===== config.mk =====
export PLATFORM = sky130hd
export DESIGN_NAME = ggs_stencil
export DESIGN_NICKNAME = d
export VERILOG_FILES = /design/src/hw/rtl/ggs_pkg.sv /design/src/hw/rtl/ggs_stencil.sv
export SDC_FILE = /design/constraint.sdc
export NUM_CORES = 2
export LEC_CHECK = 0
export ABC_AREA = 1
export ABC_CLOCK_PERIOD_IN_PS = 13000
export BUFFER_PORTS_ARGS = -buffer_cell sky130_fd_sc_hd__buf_2
export CAP_MARGIN = 15
export CORE_MARGIN = 2
export CORE_UTILIZATION = 30
export CTS_BUF_LIST = sky130_fd_sc_hd__clkbuf_8
export CTS_CLUSTER_DIAMETER = 30
export DETAILED_ROUTE_END_ITERATION = 8
export SYNTH_ARGS = -nofsm -noshare
export SYNTH_HDL_FRONTEND = slang
export SYNTH_SLANG_ARGS = --single-unit

===== constraint.sdc =====
create_clock -name clk -period 13 [get_ports clk]
set_input_delay 0 -clock clk [delete_from_list [all_inputs] [get_ports clk]]
set_output_delay 0 -clock clk [all_outputs]
set_load 0.05 [all_outputs]

===== src/hw/rtl/ggs_pkg.sv =====
// ----------------------------------------------------------------------------
// ggs_pkg: grid gradient stencil shared types and constants
// Payload structs, register indexes and fixed geometry constants.
// ----------------------------------------------------------------------------
package ggs_pkg;

	localparam int MIN_DIM = 5;   // smallest legal row or column count
	localparam int HALO    = 2;   // stencil half width
	localparam int LAG     = 4;   // first position that completes a stencil

	localparam logic [10:0] COLS_RESET  = 11'd1024;
	localparam logic [15:0] ROWS_RESET  = 16'd1024;
	localparam logic [31:0] SCALE_RESET = 32'd65536;

	typedef enum logic [3:0] {
		CFG_GRID_COLS,
		CFG_GRID_ROWS,
		CFG_INV_RADIAL,
		CFG_INV_VERTICAL
	} cfg_reg_t;

	typedef struct packed {
		logic signed [31:0] radial_disp;
		logic signed [31:0] vertical_disp;
		logic               first_sample;
	} sample_t;

	typedef struct packed {
		logic signed [31:0] radial_d_radial;
		logic signed [31:0] radial_d_vertical;
		logic signed [31:0] vertical_d_radial;
		logic signed [31:0] vertical_d_vertical;
		logic [15:0]        point_row;
		logic [9:0]         point_col;
		logic               grid_done;
	} result_t;

	// one line buffer word: both displacement fields of a grid point
	typedef struct packed {
		logic signed [31:0] vert;
		logic signed [31:0] rad;
	} pair_t;

	typedef struct packed {
		logic        emit;
		logic        done;
		logic [15:0] point_row;
		logic [9:0]  point_col;
	} meta_t;

endpackage


===== src/hw/rtl/ggs_stencil.sv =====
// ----------------------------------------------------------------------------
// ggs_stencil: fourth-order central difference with fixed-point scaling
// (fm2 - fp2) + 8(fp1 - fm1), times unsigned Q16.16, rounded half away from
// zero and saturated to 32 bits. Seven register stages, shared enable.
// ----------------------------------------------------------------------------
module ggs_stencil (
	input  logic               clk,
	input  logic               en,
	input  logic signed [31:0] fm2,
	input  logic signed [31:0] fm1,
	input  logic signed [31:0] fp1,
	input  logic signed [31:0] fp2,
	input  logic [31:0]        inv,
	output logic signed [31:0] res
);
	import ggs_pkg::*;

	logic [32:0] d1_s2, d2_s2;
	logic [36:0] n_s3;
	logic [36:0] n_neg;
	logic [35:0] m_s4;
	logic        neg_s4, neg_s5, neg_s6, neg_s7;
	logic [51:0] ph_s5, pl_s5, ph_s6;
	logic [51:0] pl_rnd;
	logic [35:0] plr_s6;
	logic [52:0] r_s7;
	logic [31:0] sat;

	assign n_neg  = -n_s3;
	assign pl_rnd = pl_s5 + 52'h8000;

	always_comb begin
		if (neg_s7) begin
			sat = (r_s7 > 53'h0_8000_0000) ? 32'h8000_0000 : -r_s7[31:0];
		end else begin
			sat = (r_s7[52:31] != '0) ? 32'h7FFF_FFFF : r_s7[31:0];
		end
	end

	always_ff @(posedge clk) begin
		if (en) begin
			d1_s2  <= {fm2[31], fm2} - {fp2[31], fp2};
			d2_s2  <= {fp1[31], fp1} - {fm1[31], fm1};
			n_s3   <= {{4{d1_s2[32]}}, d1_s2} + {d2_s2[32], d2_s2, 3'b000};
			neg_s4 <= n_s3[36];
			m_s4   <= n_s3[36] ? n_neg[35:0] : n_s3[35:0];
			neg_s5 <= neg_s4;
			ph_s5  <= 52'(m_s4) * 52'(inv[31:16]);
			pl_s5  <= 52'(m_s4) * 52'(inv[15:0]);
			neg_s6 <= neg_s5;
			ph_s6  <= ph_s5;
			plr_s6 <= pl_rnd[51:16];
			neg_s7 <= neg_s6;
			r_s7   <= 53'(ph_s6) + 53'(plr_s6);
			res    <= sat;
		end
	end

endmodule


# [Word level (Yosys, flattened, before mapping)]
# Index checks and enable logic that the tools add are counted.
[word_totals] register_bits=420 latchBits=0 mem_bits_rw=0 mem_bits_ro=0 in_bits=162 output_inout_bits=32 wordCells=29 mem_count=0
[classes] add_sub_neg=7 multipliers=2 div_mod_pow=0 magnitude_cmp=1 eq_ne=0 shifts=0 n_mux=4 bitwise_logic=0 n_reduce_logical=1
[ops] op="multiplier 36 x 16 -> 52 bit" n=2
[ops] op="2-to-1 mux 32 bit" n=3
[ops] op="subtractor 32 x 32 -> 33 bit" n=2
[ops] op="adder 52 x 36 -> 53 bit" n=1
[ops] op="greater-than comparator 53 x 32 -> 1 bit (second input constant)" n=1
[ops] op="adder 52 x 16 -> 52 bit (second input constant)" n=1
[ops] op="adder 33 x 36 -> 37 bit" n=1
[ops] op="2-to-1 mux 36 bit" n=1
[ops] op="negator 36 bit" n=1
[ops] op="negator 32 bit" n=1
[ops] op="nonzero test 22 bit" n=1

# [Depth between registers and ports, before layout]
[logic_depth] depth_word=3 depth_mapped=28 depth_no_buf=27

# [Least setup slack after synthesis]
# Ideal clock, no wire load.
[synth_path] kind="register to register" from="reg m_s4[33]" to="reg pl_s5[51], data pin" t_arrival_ns=5.169 t_required_ns=12.748 setup_slack_ns=7.579 path_stages_with_launch=25 synth_period_minus_slack_ns=5.421 cell_sequence="edfxtp_1 clkbuf_1 nand2_1 fa_1 inv_1 fa_1 inv_1 fa_1 inv_1 fa_1 fa_1 inv_1 fa_1 inv_1 ha_1 a21oi_1 o21ai_0 inv_1 o21ai_0 a21oi_1 nor2_1 nor2_1 nand2_1 nand2_1 nand2_1"
[synth_via] elab_chain_cells=1
[synth_rtl] element="from (decl)" line="ggs_stencil.sv:21" text="logic [35:0] m_s4;"
[synth_rtl] element="from (signal assigned)" line="ggs_stencil.sv:46" text="m_s4 <= n_s3[36] ? n_neg[35:0] : n_s3[35:0];"
[synth_rtl] element="multiplier 36 x 16 -> 52 bit" line="ggs_stencil.sv:49" text="pl_s5 <= 52'(m_s4) * 52'(inv[15:0]);"
[synth_rtl] element="to (signal assigned)" line="ggs_stencil.sv:49"
[synth_rtl] element="to (decl)" line="ggs_stencil.sv:23" text="logic [51:0] ph_s5, pl_s5, ph_s6;"
# No other way between the ends.
# A chain may end at the register's enable or synchronous reset.

# [Worst setup path after layout]
[layout_path] from="reg m_s4[7]" to="reg ph_s5[28], data pin"
[layout_via] elab_chain_cells=1
[layout_rtl] element="multiplier 36 x 16 -> 52 bit" line="ggs_stencil.sv:48" text="ph_s5 <= 52'(m_s4) * 52'(inv[31:16]);"
[layout_rtl] element="to (signal assigned)" line="ggs_stencil.sv:48"
[layout_rtl] element="to (decl)" line="ggs_stencil.sv:23"
# No other way between the ends.

==> flow_results.org <==
** Outcome
- The run finished with clean final reports.

** Global routing
- Global routing used 18.7% of the available tracks across all layers.
- Number of antenna violations at the first check in global routing :: 12
- Grt ovf :: 0
- Pin count of the biggest net entering global routing :: 156
- Number of global-route vias before repair :: 55,301
- The first global-routing pass estimated around 310,000 µm of wire.

** STA
- On the final layout, the worst clock skew is between 60 and 70 ps.
- Final cycle utilization of the critical path :: 50.1%
- Final hold analysis gives a worst-case slack of 84.3 ps.
- Final worst path period need :: 6520 ps
- Based on the critical path, the design can be clocked at up to 153 MHz.
- Hold Violations, Final :: 0
- Setup violations remaining at the end of the flow were counted as 0.
- Setup repair after global routing left no endpoint under its margin.
- The worst pin sits at a relative slew slack of 22.5%.
- The max-slew violation total from the final report was 0.
- For the pin with the worst max-slew slack, the measured transition is around 1200 ps.
- Setup total negative slack on the finished layout was measured at 0 ps.

** Routing
- The detailed router finished its first iteration with 3,647 violations.
- Residual antenna-violating net count after detailed routing :: 0
- After detailed routing, the number of remaining DRC violations is 0.
- Vias/cell :: ~4.7
- Final Routed Wirelength :: about 200,000 µm
- Routed length per placed instance :: 17.8 µm
- Total number of vias :: 52,306
- Number of search-and-repair iterations in the first detailed-routing pass :: 6

** CTS
- In this run, post-CTS hold repair placed 168 buffers.
- Count of H-tree levels built during CTS :: 3
- Post-CTS setup repair buffer count :: 0
- Post-CTS repair changed the size of 0 cells.
- Clock Tree Root :: clkbuf_8
- Buffers inserted during clock tree synthesis total 92.
- Clock-pin slew was measured on the worst setup and hold paths at 60 ps.
- TritonCTS clock tree :: yes
- At the later pin of the worst-skew pair, clock insertion delay measures 830 ps.
- Clock Sinks :: 405
- Max clock buf depth :: 3

** Synthesis
- The Yosys step of the flow raised 0 warnings.
- Largest cells by area after synthesis :: fa_1, edfxtp_1, nand2_1
- Counting flops with a built-in enable in the synthesized netlist gives 405.
- Mean instance size in the synthesized netlist :: 7.90 µm²
- Synth Net Count :: 9,442
- After synthesis, the most frequently instantiated cells are nand2_1, inv_1, fa_1, nor2_1, edfxtp_1.
- The synthesized design contains 405 register bits.
- Number of different library cells in the post-synthesis netlist :: 53
- Summing the sequential cell areas from Yosys gives about a fifth of the chip area.
- Among all flip-flop cells after synthesis, the most frequent one is edfxtp_1.
- The share of synthesized area in the top cell type comes to ~30%.
- Synth area leader :: fa_1
- By instance count, the leading cell after synthesis is nand2_1.
- Summed instance area of the synthesized netlist :: between 60,000 and 70,000 µm²
- Synthesis produced 7,948 cells.
- For this run, asynchronously set or reset flops after synthesis account for 0%.

** Worst setup path
- Beginning of the worst register-to-register path :: m_s4[7]
- At the worst endpoint, the arrival time is between 7000 and 8000 ps.
- Crit-path cells :: buf_4 -> nand2_1 -> fa_1 -> inv_1 -> fa_1 -> inv_1 -> fa_1 -> inv_1 -> fa_1 -> fa_1 -> inv_1 -> fa_1 -> inv_1 -> ha_1 -> nand2_1 -> o21ai_0 -> a21oi_1 -> o21ai_1 -> a21oi_1 -> xnor2_1
- Number of cells on the worst reg-to-reg path :: 20
- Among the stages of the critical path, the cell type that occurs most often is fa_1.
- In this run the worst path has a maximum fanout of 32.
- In this design, the stage delay of the slowest critical-path cell is roughly 580 ps.
- Among all stages on the critical path, the largest delay is contributed by fa_1.
- Sort of element at the start of the critical path :: flip-flop
- Critical Path Sink Type :: flip-flop
- The critical path is of the reg -> reg type.
- Worst r2r dst :: ph_s5[28]
- The worst register-to-register path has a setup slack of between 6000 and 7000 ps.
- Required time of the critical path :: 13,520 ps

** Place
- Port buffer count :: 193
- Final weighted congestion of routability-driven global placement :: about 0.94
- Placed wire-length estimate :: about 160,000 µm
- The number of placed instances, taps included, is approximately 11,000.

** Layout
- Fraction of layout cells with a size suffix above 1 :: 5.77%
- In the final design database the tool counted slightly below 10,000 nets.
- Compared with the post-synthesis result, the final layout area differs by 12.2%.
- Post-layout utilization of the core :: 33.9%
- Number of standard cells in the final layout excluding fillers :: between 10,000 and 15,000
- Counting the fill cells in the layout gives 21,691.

** Min path
- Worst Hold Class :: in -> reg
- Along the worst hold path, the cell count comes to 9.
- For hold timing, the worst endpoint is d1_s2[32].
- Startpoint of the worst hold path :: fp2[31]

** Job
- Max-cap violations in this run came to 0.

** Die
- Floorplan die width :: ~460 µm
- Cell row count :: 167
- Number of ports placed on the die boundary :: 194
- The initial utilization of the core area, before any placement, comes to 30.3%.
- Vertical die dimension :: 461 µm
- The floorplan step defined a die boundary enclosing approximately 210,000 µm².
- The floorplan step defined a core boundary enclosing approximately 210,000 µm².
==> sequential cells by signal, indices dropped and copies added, names as in the netlist, 32 cells and up <==
signal	cells
res	32
m_s4	36
ph_s5	52
pl_s5	37
plr_s6	36
d1_s2	33
r_s7	53
n_s3	37
ph_s6	52
d2_s2	33
==> layer usage <==
metal / global-route usage, % / wire (µm) / vias up
met5: 0 / 52 / -
met4: 6.09 / 6760 / 8
met3: 2.52 / 12200 / 342
met2: 32.5 / 95700 / 1830
met1: 23.8 / 82100 / 25667
li1: - / - / 24459
==> critical path, delay by kind of cell, from the launching register on <==
family	cells	cell delay, ps
adder cells (fa/ha/maj)	7	3370
AO/OA/AOI/OAI	4	1140
buffers and inverters	6	710
XOR/XNOR	1	400
flip-flops	1	320
AND/OR/NAND/NOR	2	300
==> how the worst max path moves through the flow <==
| stage | from | endpoint | slack, ps | depth (start not counted) |
|---|---|---|---|---|
| after floorplan | m_s4[33] | pl_s5[51] | 7580 | 24 |
| after global placement | m_s4[7] | ph_s5[28] | 6560 | 20 |
| after detailed placement | m_s4[7] | ph_s5[28] | 6610 | 20 |
| after CTS | m_s4[7] | ph_s5[28] | 6560 | 20 |
| after global routing | m_s4[25] | pl_s5[51] | 6200 | 22 |
| final | m_s4[7] | ph_s5[28] | 6480 | 20 |
==> final cells by class <==
cell class                 count  area [µm²]  area share, %
inverter                    1974        7410           10.5
multi-input combinational   5322       42300           60.0
timing repair buffer         411        3050           4.32
clock buffer                  92        1270           1.80
tap                         2788        3490           4.95
antenna                        4        10.0         0.0142
sequential                   405       12200           17.3
clock inverter                78         782           1.11
==> layout by cell type (no fill, tap or decap), types with 5 or more instances in the layout <==
cell           instances
clkinvlp_4            13
clkinv_1              20
nand2_1             2019
o21bai_1              31
a21o_1                27
ha_1                 381
fa_1                 951
o211ai_1               8
inv_1               1954
xnor2_1               63
a31oi_1               11
nor4_1                15
nand2_2               14
nand3_2                5
a21boi_0               9
nand3b_1              11
nor3_2                 9
nor2_4                 5
edfxtp_1             405
buf_4                 49
nor2_2                 5
nor2_1               509
buf_2                192
nand3_1              189
nor3_1                86
inv_2                 28
o21ai_0              228
o21a_1                13
o21ai_2               12
clkinv_4               7
a21oi_1              348
clkinv_2              11
xor2_1               189
dlygate4sd3_1        168
o21ai_1               60
nand4_1               91
bufinv_16             10
clkbuf_8              92
==> cell families (layout without fill, tap and decap cells) <==
group,after synthesis,count (layout),synth area share (%)
buffers and inverters,2221,2555,13.3
and+or+nand+nor,2979,2979,19.3
xor gates and xnor gates,252,252,3.52
AOI/OAI and AO/OA,759,759,6.55
other,0,4,0
adders and majority gates,1332,1332,37.9
DFF,405,405,19.4
==> stage by stage <==
stage	worst slack, ps	cell area, µm²
2_1_floorplan	7580	62800
3_3_place_gp	6560	66700
3_5_place_dp	6610	66700
4_1_cts	6560	70400
5_1_grt	6200	70400
6_report	6480	70400
Power is not shown: default switching activity piles up to over one toggle a cycle in this logic, so the estimate is an artifact.
